[config.mk]
export PLATFORM = sky130hd
export DESIGN_NAME = single_wire_temperature_reader_core
export DESIGN_NICKNAME = d
export VERILOG_FILES = /design/src/hw/rtl/swtr_pkg.sv /design/src/hw/rtl/single_wire_temperature_reader_core.sv /design/src/hw/rtl/swtr_step.sv
export SDC_FILE = /design/constraint.sdc
export NUM_CORES = 1
export LEC_CHECK = 0
export BUFFER_PORTS_ARGS = -buffer_cell sky130_fd_sc_hd__buf_2
export CORE_UTILIZATION = 30
export DETAILED_ROUTE_END_ITERATION = 12
export GPL_TIMING_DRIVEN = 0
export PLACE_DENSITY = 0.55
export SYNTH_ARGS = -nofsm -noshare
export SYNTH_HDL_FRONTEND = slang
export SYNTH_SLANG_ARGS = --single-unit
[constraint.sdc]
create_clock -name clk -period 7.2 [get_ports clk]
set_clock_uncertainty 0.2 [all_clocks]
set_input_delay 1.08 -clock clk [delete_from_list [all_inputs] [get_ports clk]]
set_output_delay 1.08 -clock clk [all_outputs]
set_load 0.03 [all_outputs]
[src/hw/rtl/swtr_pkg.sv]
// Package for the single-wire temperature reader: timer width, register
// indexes, phase encoding, configuration and state structs, helper functions.
// No dependencies.
package swtr_pkg;

  localparam int TIMER_BITS = 18;
  localparam logic [31:0] TIMER_MAX = 32'((64'd1 << TIMER_BITS) - 64'd1);

  typedef logic [TIMER_BITS-1:0] timer_t;

  // Configuration register indexes.
  localparam logic [2:0] REG_RESET_LOW    = 3'd0;
  localparam logic [2:0] REG_CONVERT_WAIT = 3'd1;
  localparam logic [2:0] REG_SLOT_LOW     = 3'd2;
  localparam logic [2:0] REG_SAMPLE_DELAY = 3'd3;
  localparam logic [2:0] REG_RECOVERY     = 3'd4;
  localparam logic [2:0] REG_FIELD_GAP    = 3'd5;

  // Input kinds carried on tuser.
  localparam logic KIND_TICK  = 1'b0;
  localparam logic KIND_START = 1'b1;

  // Fields read after the reset pulse.
  localparam logic [2:0] FLD_STATUS0 = 3'd0;
  localparam logic [2:0] FLD_STATUS1 = 3'd1;
  localparam logic [2:0] FLD_SIGN    = 3'd2;
  localparam logic [2:0] FLD_BYTE_HI = 3'd3;
  localparam logic [2:0] FLD_BYTE_LO = 3'd4;

  typedef enum logic [6:0] {
    PH_IDLE     = 7'b0000001,
    PH_RESET    = 7'b0000010,
    PH_CONV     = 7'b0000100,
    PH_SLOT_LOW = 7'b0001000,
    PH_SAMPLE   = 7'b0010000,
    PH_RECOVER  = 7'b0100000,
    PH_GAP      = 7'b1000000
  } phase_t;

  typedef struct packed {
    logic [9:0]  reset_low_us;
    logic [17:0] convert_wait_us;
    logic [7:0]  slot_low_us;
    logic [7:0]  sample_delay_us;
    logic [7:0]  recovery_us;
    logic [7:0]  field_gap_us;
  } cfg_t;

  typedef struct packed {
    phase_t      phase;
    timer_t      wait_timer;
    logic [3:0]  bits_left;
    logic [2:0]  field_index;
    logic [15:0] shift_value;
    logic        sign_bit;
    logic [1:0]  status_store;
    logic [16:0] temperature_store;
  } state_t;

  typedef struct packed {
    logic drive_low;
    logic busy;
    logic done;
  } flags_t;

  // Load value for the phase timer: zero counts as one tick, long values
  // saturate at the timer's range.
  function automatic timer_t phase_ticks(input logic [17:0] dur);
    logic [31:0] wide;
    wide = {14'd0, dur};
    if (wide == 32'd0) begin
      wide = 32'd1;
    end else if (wide > TIMER_MAX) begin
      wide = TIMER_MAX;
    end
    return TIMER_BITS'(wide);
  endfunction

endpackage

[src/hw/rtl/single_wire_temperature_reader_core.sv]
// Single-wire temperature reader: top level with configuration registers,
// sequencer state and the output register. Depends on swtr_pkg and swtr_step.
//
// Usage: every transfer on the slave stream is either a one-microsecond tick
// (tuser = 0, tdata[0] = sampled data line level) or a start request
// (tuser = 1). A start while a reading is under way is ignored. Each
// accepted transfer yields exactly one transfer on the master stream with
// the line drive for the following ticks, busy and done flags, and the
// status and temperature of the last completed reading (1/256 degree).
// The result is registered: it is in the output register in the cycle after
// the input transfer. Throughput is one transfer per cycle while the master
// side takes results, set by the single register stage of the sequencer state.
// When the master side stalls, the held result blocks new input only while
// the output register is full and not being taken; no transfer is dropped.
// Reset (rst, synchronous) idles the sequencer, clears both result stores,
// empties the output register and loads the default timings (500 us reset
// pulse, 150 ms conversion wait, 10/20/30 us slot timing, 10 us field gap).
// Configuration writes take effect on the edge where cfg_we is high.
module single_wire_temperature_reader_core import swtr_pkg::*; (
  input  logic        clk,
  input  logic        rst,
  input  logic        s_tvalid,
  output logic        s_tready,
  input  logic [7:0]  s_tdata,   // [0] line_level, [7:1] zero
  input  logic [0:0]  s_tuser,   // [0] kind
  output logic        m_tvalid,
  input  logic        m_tready,
  // [0] drive_low, [1] busy_res, [2] done_res, [3] reading_ok,
  // [5:4] status_bits, [22:6] temperature, [23] zero
  output logic [23:0] m_tdata,
  input  logic        cfg_we,
  input  logic [2:0]  cfg_addr,
  input  logic [17:0] cfg_wdata
);

  cfg_t   cfg;
  state_t st;
  state_t st_next;
  flags_t flags;
  logic   in_xfer;

  assign s_tready = !m_tvalid || m_tready;
  assign in_xfer  = s_tvalid && s_tready;

  always_ff @(posedge clk) begin
    if (rst) begin
      cfg.reset_low_us    <= 10'd500;
      cfg.convert_wait_us <= 18'd150000;
      cfg.slot_low_us     <= 8'd10;
      cfg.sample_delay_us <= 8'd20;
      cfg.recovery_us     <= 8'd30;
      cfg.field_gap_us    <= 8'd10;
    end else if (cfg_we) begin
      case (cfg_addr)
        REG_RESET_LOW:    cfg.reset_low_us    <= cfg_wdata[9:0];
        REG_CONVERT_WAIT: cfg.convert_wait_us <= cfg_wdata;
        REG_SLOT_LOW:     cfg.slot_low_us     <= cfg_wdata[7:0];
        REG_SAMPLE_DELAY: cfg.sample_delay_us <= cfg_wdata[7:0];
        REG_RECOVERY:     cfg.recovery_us     <= cfg_wdata[7:0];
        REG_FIELD_GAP:    cfg.field_gap_us    <= cfg_wdata[7:0];
        default: ;
      endcase
    end
  end

  swtr_step u_step (
    .st         (st),
    .cfg        (cfg),
    .kind       (s_tuser[0]),
    .line_level (s_tdata[0]),
    .st_next    (st_next),
    .flags      (flags)
  );

  always_ff @(posedge clk) begin
    if (rst) begin
      st.phase             <= PH_IDLE;
      st.wait_timer        <= '0;
      st.bits_left         <= 4'd0;
      st.field_index       <= FLD_STATUS0;
      st.shift_value       <= '0;
      st.sign_bit          <= 1'b0;
      st.status_store      <= 2'b00;
      st.temperature_store <= '0;
    end else if (in_xfer) begin
      st <= st_next;
    end
  end

  always_ff @(posedge clk) begin
    if (rst) begin
      m_tvalid <= 1'b0;
    end else if (in_xfer) begin
      m_tvalid <= 1'b1;
    end else if (m_tready) begin
      m_tvalid <= 1'b0;
    end
  end

  always_ff @(posedge clk) begin
    if (in_xfer) begin
      m_tdata <= {1'b0, st_next.temperature_store, st_next.status_store,
                  (st_next.status_store == 2'b00), flags.done, flags.busy,
                  flags.drive_low};
    end
  end

`ifndef NO_ASSERTIONS
  a_done_not_busy: assert property (@(posedge clk) disable iff (rst)
    m_tvalid |-> !(m_tdata[2] && m_tdata[1]))
    else $error("done reported while still busy");

  a_drive_needs_busy: assert property (@(posedge clk) disable iff (rst)
    m_tvalid && m_tdata[0] |-> m_tdata[1])
    else $error("line driven low outside a reading");

  a_idle_timer_clear: assert property (@(posedge clk) disable iff (rst)
    st.phase == PH_IDLE |-> st.wait_timer == '0)
    else $error("timer running while idle");

  a_result_follows: assert property (@(posedge clk) disable iff (rst)
    in_xfer |=> m_tvalid)
    else $error("accepted transfer produced no result");

  a_stall_holds_state: assert property (@(posedge clk) disable iff (rst)
    !in_xfer && !$past(rst) |=> $stable(st))
    else $error("sequencer state changed without a transfer");
`endif

endmodule

[src/hw/rtl/swtr_step.sv]
// Next-state logic of the reader sequencer for one tick or start transfer.
// Depends on swtr_pkg.
module swtr_step import swtr_pkg::*; (
  input  state_t st,
  input  cfg_t   cfg,
  input  logic   kind,
  input  logic   line_level,
  output state_t st_next,
  output flags_t flags
);

  logic field_end;
  logic done;

  always_comb begin
    st_next   = st;
    field_end = 1'b0;
    done      = 1'b0;

    if (kind == KIND_START) begin
      if (st.phase == PH_IDLE) begin
        st_next.sign_bit    = 1'b0;
        st_next.shift_value = '0;
        st_next.field_index = FLD_STATUS0;
        st_next.bits_left   = 4'd0;
        st_next.phase       = PH_RESET;
        st_next.wait_timer  = phase_ticks({8'd0, cfg.reset_low_us});
      end
    end else if (st.phase != PH_IDLE) begin
      if (st.wait_timer > timer_t'(1)) begin
        st_next.wait_timer = st.wait_timer - timer_t'(1);
      end else begin
        st_next.wait_timer = '0;
        case (st.phase)
          PH_RESET: begin
            st_next.field_index = FLD_STATUS0;
            st_next.bits_left   = 4'd1;
            st_next.shift_value = '0;
            st_next.phase       = PH_CONV;
            st_next.wait_timer  = phase_ticks(cfg.convert_wait_us);
          end
          PH_CONV: begin
            st_next.phase      = PH_SLOT_LOW;
            st_next.wait_timer = phase_ticks({10'd0, cfg.slot_low_us});
          end
          PH_SLOT_LOW: begin
            st_next.phase      = PH_SAMPLE;
            st_next.wait_timer = phase_ticks({10'd0, cfg.sample_delay_us});
          end
          PH_SAMPLE: begin
            st_next.shift_value = {st.shift_value[14:0], line_level};
            if (st.bits_left != 4'd0) begin
              st_next.bits_left = st.bits_left - 4'd1;
            end
            st_next.phase      = PH_RECOVER;
            st_next.wait_timer = phase_ticks({10'd0, cfg.recovery_us});
          end
          PH_RECOVER: begin
            if (st.bits_left != 4'd0) begin
              st_next.phase      = PH_SLOT_LOW;
              st_next.wait_timer = phase_ticks({10'd0, cfg.slot_low_us});
            end else if (cfg.field_gap_us != 8'd0) begin
              st_next.phase      = PH_GAP;
              st_next.wait_timer = phase_ticks({10'd0, cfg.field_gap_us});
            end else begin
              field_end = 1'b1;
            end
          end
          PH_GAP: begin
            field_end = 1'b1;
          end
          default: begin
            st_next.phase = PH_IDLE;
          end
        endcase
      end
    end

    // End of a field: start the next one or close the reading.
    if (field_end) begin
      case (st.field_index)
        FLD_STATUS0: begin
          st_next.field_index = FLD_STATUS1;
          st_next.bits_left   = 4'd1;
          st_next.phase       = PH_SLOT_LOW;
          st_next.wait_timer  = phase_ticks({10'd0, cfg.slot_low_us});
        end
        FLD_STATUS1: begin
          if (st_next.shift_value[1:0] != 2'b00) begin
            st_next.status_store      = st_next.shift_value[1:0];
            st_next.temperature_store = '0;
            st_next.phase             = PH_IDLE;
            st_next.wait_timer        = '0;
            st_next.bits_left         = 4'd0;
            done                      = 1'b1;
          end else begin
            st_next.field_index = FLD_SIGN;
            st_next.bits_left   = 4'd1;
            st_next.shift_value = '0;
            st_next.phase       = PH_SLOT_LOW;
            st_next.wait_timer  = phase_ticks({10'd0, cfg.slot_low_us});
          end
        end
        FLD_SIGN: begin
          st_next.sign_bit    = st_next.shift_value[0];
          st_next.shift_value = '0;
          st_next.field_index = FLD_BYTE_HI;
          st_next.bits_left   = 4'd8;
          st_next.phase       = PH_SLOT_LOW;
          st_next.wait_timer  = phase_ticks({10'd0, cfg.slot_low_us});
        end
        FLD_BYTE_HI: begin
          st_next.field_index = FLD_BYTE_LO;
          st_next.bits_left   = 4'd8;
          st_next.phase       = PH_SLOT_LOW;
          st_next.wait_timer  = phase_ticks({10'd0, cfg.slot_low_us});
        end
        FLD_BYTE_LO: begin
          // Subtracting 65536 in 17-bit two's complement just sets the top bit.
          st_next.status_store      = 2'b00;
          st_next.temperature_store = {st_next.sign_bit, st_next.shift_value};
          st_next.phase             = PH_IDLE;
          st_next.wait_timer        = '0;
          st_next.bits_left         = 4'd0;
          done                      = 1'b1;
        end
        default: begin
          st_next.phase      = PH_IDLE;
          st_next.wait_timer = '0;
          st_next.bits_left  = 4'd0;
          done               = 1'b1;
        end
      endcase
    end

    flags.drive_low = (st_next.phase == PH_RESET) || (st_next.phase == PH_SLOT_LOW);
    flags.busy      = (st_next.phase != PH_IDLE);
    flags.done      = done;
  end

endmodule

==> impl_metrics.csv, run 1 <==
group,metric,value,unit
yosys,ys_ff_latch,152,
grt,grt_most_used_layer,"met2",
clock_network,path_clk_slew,0.06,ns
clock_network,cts.htree.levels,4,
grt,grt_pass1_vias,6760,
sta,finalCritPeriodShare,52.40,%
yosys,yosysWarnings,0,
floorplan,core-area,24600,um2
cells_and_area,drive_gt1_share,12.46,%
power,ir_drop,0.1257,mV
yosys,ys.flop_type,"dfxtp_1",
detailed_routing,vias,7146,
grt,grt_pass1_wl,37850,um
setup_path,crit_path_cell_trace,"buf_2 > nor4_1 > o21ai_1 > nor3_1 > a2bb2oi_1 > o211ai_1 > nor3_1 > or4b_1",
sta,rsz0062_at_grt,"false",
power,p_leak,0.003225,uW
yosys,netlist_instances,896,
detailed_routing,drt_iter0_markers,596,
sta,fin_ws,3.427,ns
floorplan,die_h,161.3,um
cells_and_area,n_antenna_cell,0,
cells_and_area,fin_util,35.78,%
setup_path,cp_slowest_cell,"nor3_1",
clock_network,hold_buffers,0,
sta,fin_tns_setup,0,ns
yosys,avgSynthCellArea,8.492,um2
yosys,synth.net_count,937,
power,powerDensity,249.3,nW/um2
yosys,synth.distinct_cells,76,
sta,relSlewSlack,15.43,%
clock_network,clock_sinks,152,
grt,grt_util_met2,29.31,%
clock_network,cts-root-buf,"clkbuf_16",
place,place_ws,2.987,ns
setup_path,crit_arrival,3.74,ns
grt,use_met1,25.56,%
cells_and_area,nets,1007,
grt,gr-usage-met3,2.902,%
sta,setup_viol,0,
place,io_buffers,51,
setup_path,critical_path_required,7.16,ns
sta,finalMaxSlewViolations,0,
floorplan,die_w,161.3,um
sta,period_needed,3.773,ns
clock_network,ctsLongestPathBuffers,2,
clock_network,clock_latency,0.43,ns
detailed_routing,wl,23460,um
detailed_routing,wl_per_cell,18.00,um
floorplan,row_count,57,
status,status,"complete, no violations",
place,gp_congestion,0.8848,
setup_path,slowest_delay,0.84,ns
grt,grt_max_degree,33,
grt,antenna_found_initial,0,
clock_network,cts_made_buffers,17,
detailed_routing,first_pass_iters,5,
setup_path,crit_fanout,7,
sta,tightest_slew,1.259,ns
yosys,ys_seq_area_share,43.02,%
cells_and_area,layout_common_cells,"nand2_1 (178), dfxtp_1 (129), a21oi_1 (64), nor2_1 (58), buf_2 (56)",
yosys,synthArstFlopShare,0,%
grt,grt_overflow_total,0,
place,dpl.hpwl,16800,um
setup_path,startpoint_type,"input pin",
setup_path,worst-setup-path-type,"input pin to flip-flop",
run,cap_violations,0,
cells_and_area,syn_to_final_growth,15.72,%
sta,hold_viol,0,
clock_network,cts_resized,0,
setup_path,timing.critical_path.mode_cell,"nor3_1",
floorplan,fp.dieArea,26000,um2
yosys,synth_edf_count,23,
detailed_routing,ant_nets,0,
grt,grt_usage,18.57,%
detailed_routing,viasPerCell,5.484,
clock_network,cts_tree,"done",
sta,fmax,265.1,MHz
detailed_routing,drc,0,
setup_path,critPathCaptureType,"flip-flop",
cells_and_area,final_common_cell,"nand2_1",
floorplan,ios,61,
yosys,syn_area,7609,um2
clock_network,postCtsSetupBuffers,0,
floorplan,start_util,30.92,%
min_path,hold_path_class,"flip-flop to flip-flop",
-- kinds of logic (layout without fill, tap and decap cells) --
logic type / Yosys count / count (layout) / share of synthesized area, %
other: 1 / 1 / 0.04929
adders and majority gates: 6 / 6 / 0.9867
muxes: 11 / 11 / 1.447
AOI/OAI and AO/OA: 248 / 248 / 22.86
and+or+nand+nor: 394 / 394 / 25.97
DFF: 152 / 152 / 43.02
xor gates and xnor gates: 15 / 15 / 1.727
buffers and inverters: 69 / 152 / 3.946
-- critical path, delay by kind of cell --
family                 cells  cell delay [ns]
AOI/OAI and AO/OA          3             0.67
and+or+nand+nor            4             1.83
buffers and inverters      1             0.15
-- per-stage QoR --
step | hold WS, ns | instance area [um2] | total power [uW] | cells
5_1_grt | 0.2973 | 8805 | 2288 | 1303
3_3_place_gp | 0.2507 | 8269 | 1371 | 1271
4_1_cts | 0.2679 | 8805 | 2204 | 1303
3_5_place_dp | 0.2588 | 8270 | 1371 | 1271
2_1_floorplan | 0.2332 | 7609 | 1240 | 896
6_report | 0.2687 | 8805 | 2195 | 1303
-- layout make-up --
cell class              count  area, um2
flip-flops and latches    152       3273
inverters                  15      56.30
multi-input cells         675       4035
fillers                  2614      15800
plain buffers              54      245.2
clock buffers              23      467.9
clock inverters             9      66.31
repair buffers             51      255.2
well taps                 324      405.4
-- synthesized netlist by cell type, drive strengths merged, types with 3 or more instances --
master,n,area [um2]
a222oi,5,50.05
xnor2,6,52.55
o31ai,4,43.79
a221o,6,60.06
o21ai,48,244.0
inv,14,52.55
edfxtp,23,690.7
a31oi,6,37.54
nand2,179,674.4
clkbuf,38,143.9
nand2b,7,43.79
a22o,48,420.4
a211oi,6,60.06
nor2,59,229.0
and2,6,38.79
nand3,43,215.2
nor3b,3,27.52
a2bb2oi,17,148.9
o211ai,8,60.06
o21a,4,30.03
nor4,24,235.2
dfxtp,129,2582
a22oi,10,75.07
xor2,9,78.83
and3,10,67.56
a21o,5,37.54
a32oi,3,26.28
buf,16,100.1
or3,8,50.05
o2111ai,3,26.28
ha,6,75.07
or4,8,63.81
nand4,8,62.56
a21oi,64,320.3
nor2b,5,31.28
and4,3,26.28
nor3,22,125.1
mux2i,11,110.1
-- layer usage --
| layer | wire length (um) | share of wire (%) | vias to the layer above |
|---|---|---|---|
| li1 | - | - | 3445 |
| met1 | 11150 | 48 | 3424 |
| met2 | 10640 | 45 | 241 |
| met3 | 1151 | 4.9 | 36 |
| met4 | 522 | 2.2 | 0 |
| met5 | 0 | 0 | - |
-- registers in the layout, indices dropped and copies added (netlist names) --
register and flops:
st 68, cfg 60, m_tdata 23, m_tvalid 1
-- path summary, 6_finish.rpt --
check	startpoint	slack [ns]	cells past startpoint	to
worst max-delay path	s_tuser	3.43	8	m_tdata[1]$_DFFE_PP_
worst max register to register	st[55]$_SDFFE_PP0P_	3.67	7	m_tdata[1]$_DFFE_PP_
worst min-delay path	cfg[8]$_SDFFE_PP0P_	0.27	2	cfg[8]$_SDFFE_PP0P_
worst min register to register	cfg[8]$_SDFFE_PP0P_	0.27	2	cfg[8]$_SDFFE_PP0P_
-- where the power goes --
group	internal (uW)	leakage [uW]	switching (uW)
clock network	462	0.000255	376
registers	889	0.00127	26.3
logic	149	0.00170	293
total	1500	0.00323	695
No activity file was read; power rests on OpenSTA's default activity.
==> run 2, diff against run 1 <==
==> constraint.sdc (replaced) <==
create_clock -name clk -period 3.57 [get_ports clk]
set_clock_uncertainty 0.2 [all_clocks]
set_input_delay 0.5355 -clock clk [delete_from_list [all_inputs] [get_ports clk]]
set_output_delay 0.5355 -clock clk [all_outputs]
set_load 0.03 [all_outputs]
==> impl_metrics.csv, run 2 (synthesis results as in run 1) <==
group,metric,value,unit
place,place_ws,-0.09861,ns
sta,fin_ws,0.09720,ns
cells_and_area,fin_util,35.85,%
power,ir_drop,0.2553,mV
clock_network,hold_buffers,0,
grt,grt_pass1_wl,37850,um
sta,tightest_slew,1.165,ns
sta,fin_tns_setup,0,ns
detailed_routing,drc,0,
floorplan,die_w,161.3,um
grt,grt_max_degree,33,
sta,hold_viol,0,
clock_network,cts_made_buffers,17,
cells_and_area,syn_to_final_growth,15.92,%
cells_and_area,nets,1007,
cells_and_area,reg_top3,"st x68, cfg x60, m_tdata x23",
power,powerDensity,503.0,nW/um2
place,io_buffers,51,
setup_path,critical_path_required,3.55,ns
cells_and_area,layout_common_cells,"nand2_1 (178), dfxtp_1 (129), a21oi_1 (64), nor2_1 (58), buf_2 (56)",
grt,grt_pass1_vias,6760,
sta,relSlewSlack,21.75,%
sta,finalCritPeriodShare,97.28,%
floorplan,die_h,161.3,um
sta,period_needed,3.473,ns
min_path,hold_path_startpoint,"cfg_wdata[14]",
detailed_routing,viasPerCell,5.506,
setup_path,crit_fanout,10,
setup_path,worstRegToRegCells,9,
setup_path,r2r_start,"st[47]$_SDFFE_PP0P_",
clock_network,cts_tree,"done",
sta,setup_viol,0,
grt,grt_usage,18.57,%
run,cap_violations,0,
power,pwr-share-clk,38.2,%
grt,antenna_found_initial,0,
cells_and_area,n_antenna_cell,0,
setup_path,r2r_slack,0.1,ns
setup_path,crit_arrival,3.45,ns
place,dp.cells,1271,
clock_network,postCtsSetupBuffers,0,
cells_and_area,fin_cells,1303,
setup_path,worst-setup-path-type,"flip-flop to flip-flop",
min_path,hold_path_class,"input pin to flip-flop",
cells_and_area,largest_reg_flops,68,
clock_network,cts.htree.levels,4,
clock_network,cts-root-buf,"clkbuf_16",
power,power.switching,1409,uW
cells_and_area,multiInputGateArea,4050,um2
detailed_routing,ant_nets,0,
power,pwr-share-comb,20.2,%
sta,worst_hold_slack,0.1068,ns
power,p_seq_share,41.6,%
grt,grt_overflow_total,0,
power,p_leak,0.003230,uW
setup_path,rr_endpoint,"m_tdata[6]$_DFFE_PP_",
detailed_routing,drt_iter0_markers,608,
min_path,hold_end,"cfg[46]$_SDFFE_PP1P_",
status,status,"complete, no violations",
min_path,worstHoldPathCells,3,
grt,grt_most_used_layer,"met2",
setup_path,startpoint_type,"flip-flop",
grt,gr-usage-met3,2.902,%
clock_network,ctsLongestPathBuffers,2,
cells_and_area,regArea,3273,um2
floorplan,ios,61,
detailed_routing,wl,23550,um
power,switching_share,31.77,%
cells_and_area,drive_gt1_share,12.77,%
place,gp_congestion,0.8848,
detailed_routing,first_pass_iters,6,
cells_and_area,final_common_cell,"nand2_1",
detailed_routing,wl_per_cell,18.07,um
sta,fmax,288.0,MHz
sta,finalMaxSlewViolations,0,
grt,use_met1,25.56,%
floorplan,fp.dieArea,26000,um2
power,p_int,3027,uW
floorplan,row_count,57,
floorplan,start_util,30.92,%
clock_network,clock_sinks,152,
place,dpl.hpwl,16800,um
cells_and_area,fill_cells,2612,
detailed_routing,vias,7174,
floorplan,core-area,24600,um2
setup_path,critPathCaptureType,"flip-flop",
grt,grt_util_met2,29.31,%
cells_and_area,largest_register,"st",
clock_network,path_clk_slew,0.06,ns
clock_network,clock_latency,0.43,ns
[run 2: cell type report]
type                            count  area share (%)
Buffer                             54           2.781
Clock buffer                       23           5.306
Clock inverter                      9          0.7519
Inverter                           15          0.6384
Multi-Input combinational cell    675           45.92
Sequential cell                   152           37.11
Tap cell                          324           4.596
Timing Repair Buffer               51           2.894
[run 2: per-stage QoR]
stage	power, uW	area (um2)
floorplan	2500	7609
finish	4436	8820
global placement	2766	8269
detailed placement	2765	8270
global route	4622	8820
CTS	4445	8805
[run 2: critical path, cell delays in order (launching register included)]
cell,delay [ns]
dfxtp_1,0.38
nor4_4,0.38
nand2_2,0.21
nor4_4,0.64
nor3b_2,0.45
nand2_1,0.20
o21a_1,0.22
buf_6,0.14
buf_6,0.15
a22o_1,0.24
[run 2: worst max-delay path by stage]
stage | start | to | slack [ns]
floorplan | st[63]$_SDFFE_PP0P_ | m_tdata[6]$_DFFE_PP_ | 0.69
global placement | s_tuser | m_tdata[1]$_DFFE_PP_ | -0.05
detailed placement | s_tuser | m_tdata[1]$_DFFE_PP_ | -0.1
CTS | st[55]$_SDFFE_PP0P_ | m_tdata[1]$_DFFE_PP_ | 0.06
global route | st[55]$_SDFFE_PP0P_ | st[7]$_SDFFE_PP0P_ | -0.001
finish | st[47]$_SDFFE_PP0P_ | m_tdata[6]$_DFFE_PP_ | 0.1
[run 2: power by group through the flow]
stage	Clock [uW]	Sequential [uW]	Combinational, uW
floorplan	0	1900	599
finish	1690	1850	898
detailed placement	0	1880	884
global placement	0	1880	884
CTS	1710	1840	887
global route	1790	1850	980
[run 2: routing by layer]
| layer | wire length (um) | up-vias | share of wire, % |
|---|---|---|---|
| met1 | 11290 | 3488 | 48 |
| met4 | 553 | 0 | 2.3 |
| met5 | 0 | - | 0 |
| li1 | - | 3449 | - |
| met2 | 10810 | 198 | 46 |
| met3 | 898 | 39 | 3.8 |
[run 2: what timing repair did]
item / in CTS / in global routing
endpoints found under the hold margin: 0 / 0
setup endpoints to repair: 0 / 13
resized for setup: 0 / 3
==> run 3, diff against run 2 <==
--- a/config.mk
+++ b/config.mk
@@ -6,10 +6,9 @@
 export NUM_CORES = 1
 export LEC_CHECK = 0
 export BUFFER_PORTS_ARGS = -buffer_cell sky130_fd_sc_hd__buf_2
-export CORE_UTILIZATION = 30
+export CORE_UTILIZATION = 45
 export DETAILED_ROUTE_END_ITERATION = 12
 export GPL_TIMING_DRIVEN = 0
-export PLACE_DENSITY = 0.55
 export SYNTH_ARGS = -nofsm -noshare
 export SYNTH_HDL_FRONTEND = slang
 export SYNTH_SLANG_ARGS = --single-unit
==> impl_metrics.csv, run 3 (synthesis results as in run 1) <==
group,metric,value,unit
setup_path,startpoint_type,"flip-flop",
floorplan,fp.dieArea,17430,um2
setup_path,cp_num_buf_inv,1,
grt,grt_max_degree,33,
grt,grt_overflow_total,0,
floorplan,die_h,132.0,um
setup_path,cp_slowest_cell,"or4_1",
cells_and_area,largest_register,"st",
cells_and_area,syn_to_final_growth,15.61,%
place,io_buffers,51,
clock_network,ctsLongestPathBuffers,2,
power,p_int,3154,uW
setup_path,worstRegToRegCells,8,
clock_network,cts-root-buf,"clkbuf_16",
cells_and_area,multiInputGateArea,4075,um2
detailed_routing,drc,0,
setup_path,r2r_slack,0.16,ns
power,pwr-share-comb,19.9,%
detailed_routing,drt_iter0_markers,722,
detailed_routing,wl,23160,um
setup_path,path_depth,8,
cells_and_area,finish.instance_area,8796,um2
cells_and_area,regArea,3273,um2
run,cap_violations,0,
clock_network,clock_latency,0.44,ns
setup_path,crit_family,"simple AND/OR/NAND/NOR gates",
cells_and_area,fin_util,53.23,%
sta,finalCritPeriodShare,95.39,%
sta,finalMaxSlewViolations,0,
sta,tightest_slew,1.123,ns
setup_path,slowest_delay,0.59,ns
status,status,"complete, no violations",
clock_network,path_clk_slew,0.07,ns
power,powerDensity,524.3,nW/um2
grt,antenna_found_initial,0,
place,dpl.hpwl,16410,um
setup_path,critical_path_required,3.54,ns
power,power.switching,1458,uW
sta,worst_hold_slack,0.1013,ns
grt,grt_usage,27.43,%
setup_path,crit_path_cell_trace,"or4_1 > buf_2 > nor2_4 > nand4_2 > nor2_4 > nor2_1 > nor3_1 > or4b_1",
floorplan,row_count,47,
detailed_routing,first_pass_iters,6,
sta,rsz0062_at_grt,"false",
min_path,worstHoldPathCells,3,
power,pwr-share-clk,40.0,%
cells_and_area,drive_gt1_share,13.34,%
clock_network,cts_made_buffers,17,
detailed_routing,viasPerCell,5.956,
setup_path,timing.critical_path.mode_cell,"nor2_4",
grt,grt_pass1_wl,37090,um
cells_and_area,fill_cells,1604,
cells_and_area,final_common_cell,"nand2_1",
floorplan,die_w,132.0,um
sta,relSlewSlack,24.54,%
clock_network,hold_buffers,0,
place,placed_area,8140,um2
floorplan,ios,61,
cells_and_area,layout_common_cells,"nand2_1 (178), dfxtp_1 (129), a21oi_1 (64), nor2_1 (57), buf_2 (56)",
sta,setup_viol,0,
clock_network,cts.htree.levels,4,
floorplan,start_util,46.04,%
setup_path,crit_arrival,3.38,ns
clock_network,clock_sinks,152,
floorplan,core-area,16520,um2
cells_and_area,largest_reg_flops,68,
sta,period_needed,3.405,ns
setup_path,crit_fanout,7,
detailed_routing,ant_nets,0,
detailed_routing,vias,7159,
min_path,hold_path_class,"input pin to flip-flop",
cells_and_area,reg_top3,"st x68, cfg x60, m_tdata x23",
power,switching_share,31.61,%
clock_network,cts_tree,"done",
power,p_leak,0.003278,uW
power,p_seq_share,40.0,%
sta,fmax,293.7,MHz
detailed_routing,wl_per_cell,19.26,um
setup_path,critPathCaptureType,"flip-flop",
setup_path,worst-setup-path-type,"flip-flop to flip-flop",
grt,grt_pass1_vias,6643,
sta,hold_viol,0,
cells_and_area,n_antenna_cell,0,
power,ir_drop,0.3812,mV
place,gp_congestion,0.8864,
cells_and_area,nets,1010,
## run 3: changes by cell type in the layout (fill, tap and decap cells not counted), sizes merged
| cell | change |
|---|---|
| clkbuf | -5 |
| bufinv | +2 |
| inv | +2 |
| buf | +3 |
| clkinv | +2 |
| clkinvlp | -1 |
## run 3: layout make-up
type | instances | share of cell area [%]
tap | 220 | 3.129
clock inverter | 14 | 1.863
multi-input combinational | 675 | 46.33
inverter | 15 | 0.6401
timing repair buffer | 54 | 3.158
sequential | 152 | 37.21
buffer | 54 | 2.788
clock buffer | 18 | 4.879
## run 3: tightest hold or removal path: cells and delay by family
family	cells	cell delay, ns
buffers and inverters	1	0.07
AND/OR/NAND/NOR	2	0.10
## run 3: power by group through the flow
| stage | Sequential, uW | Clock (uW) | Combinational, uW |
|---|---|---|---|
| final | 1840 | 1850 | 920 |
| after global routing | 1850 | 1940 | 1010 |
| after CTS | 1840 | 1870 | 890 |
| after detailed placement | 1880 | 0 | 877 |
| after global placement | 1880 | 0 | 878 |
| after floorplan | 1900 | 0 | 599 |
## run 3: path summary, 6_finish.rpt
path	startpoint	endpoint
worst max-delay path	st[47]$_SDFFE_PP0P_	m_tdata[1]$_DFFE_PP_
worst min-delay path	cfg_wdata[11]	cfg[43]$_SDFFE_PP1P_
worst max register to register	st[47]$_SDFFE_PP0P_	m_tdata[1]$_DFFE_PP_
worst min register to register	cfg[8]$_SDFFE_PP0P_	cfg[8]$_SDFFE_PP0P_
## run 3: stage by stage
step / cells / worst slack, ns / setup TNS, ns / power (uW)
2_1_floorplan: 896 / 0.6944 / 0 / 2500
3_3_place_gp: 1167 / -0.1388 / -1.375 / 2759
3_5_place_dp: 1167 / -0.1421 / -1.381 / 2758
4_1_cts: 1199 / 0.03167 / 0 / 4602
5_1_grt: 1202 / 0.004825 / 0 / 4798
6_report: 1202 / 0.1647 / 0 / 4612
## run 3: what timing repair did
item                                    CTS  global route
resized for setup                         1             6
endpoints found under the setup margin   11            28
buffers inserted                          0             3
pin swaps                                 0             1
## run 3: metal layers
| metal | track usage, % | routed length, um | vias to the layer above |
|---|---|---|---|
| met5 | 0 | 0 | - |
| met4 | 9.819 | 629 | 0 |
| met3 | 5.267 | 1691 | 49 |
| met2 | 43.33 | 10540 | 319 |
| met1 | 37.31 | 10290 | 3347 |
| li1 | - | - | 3444 |
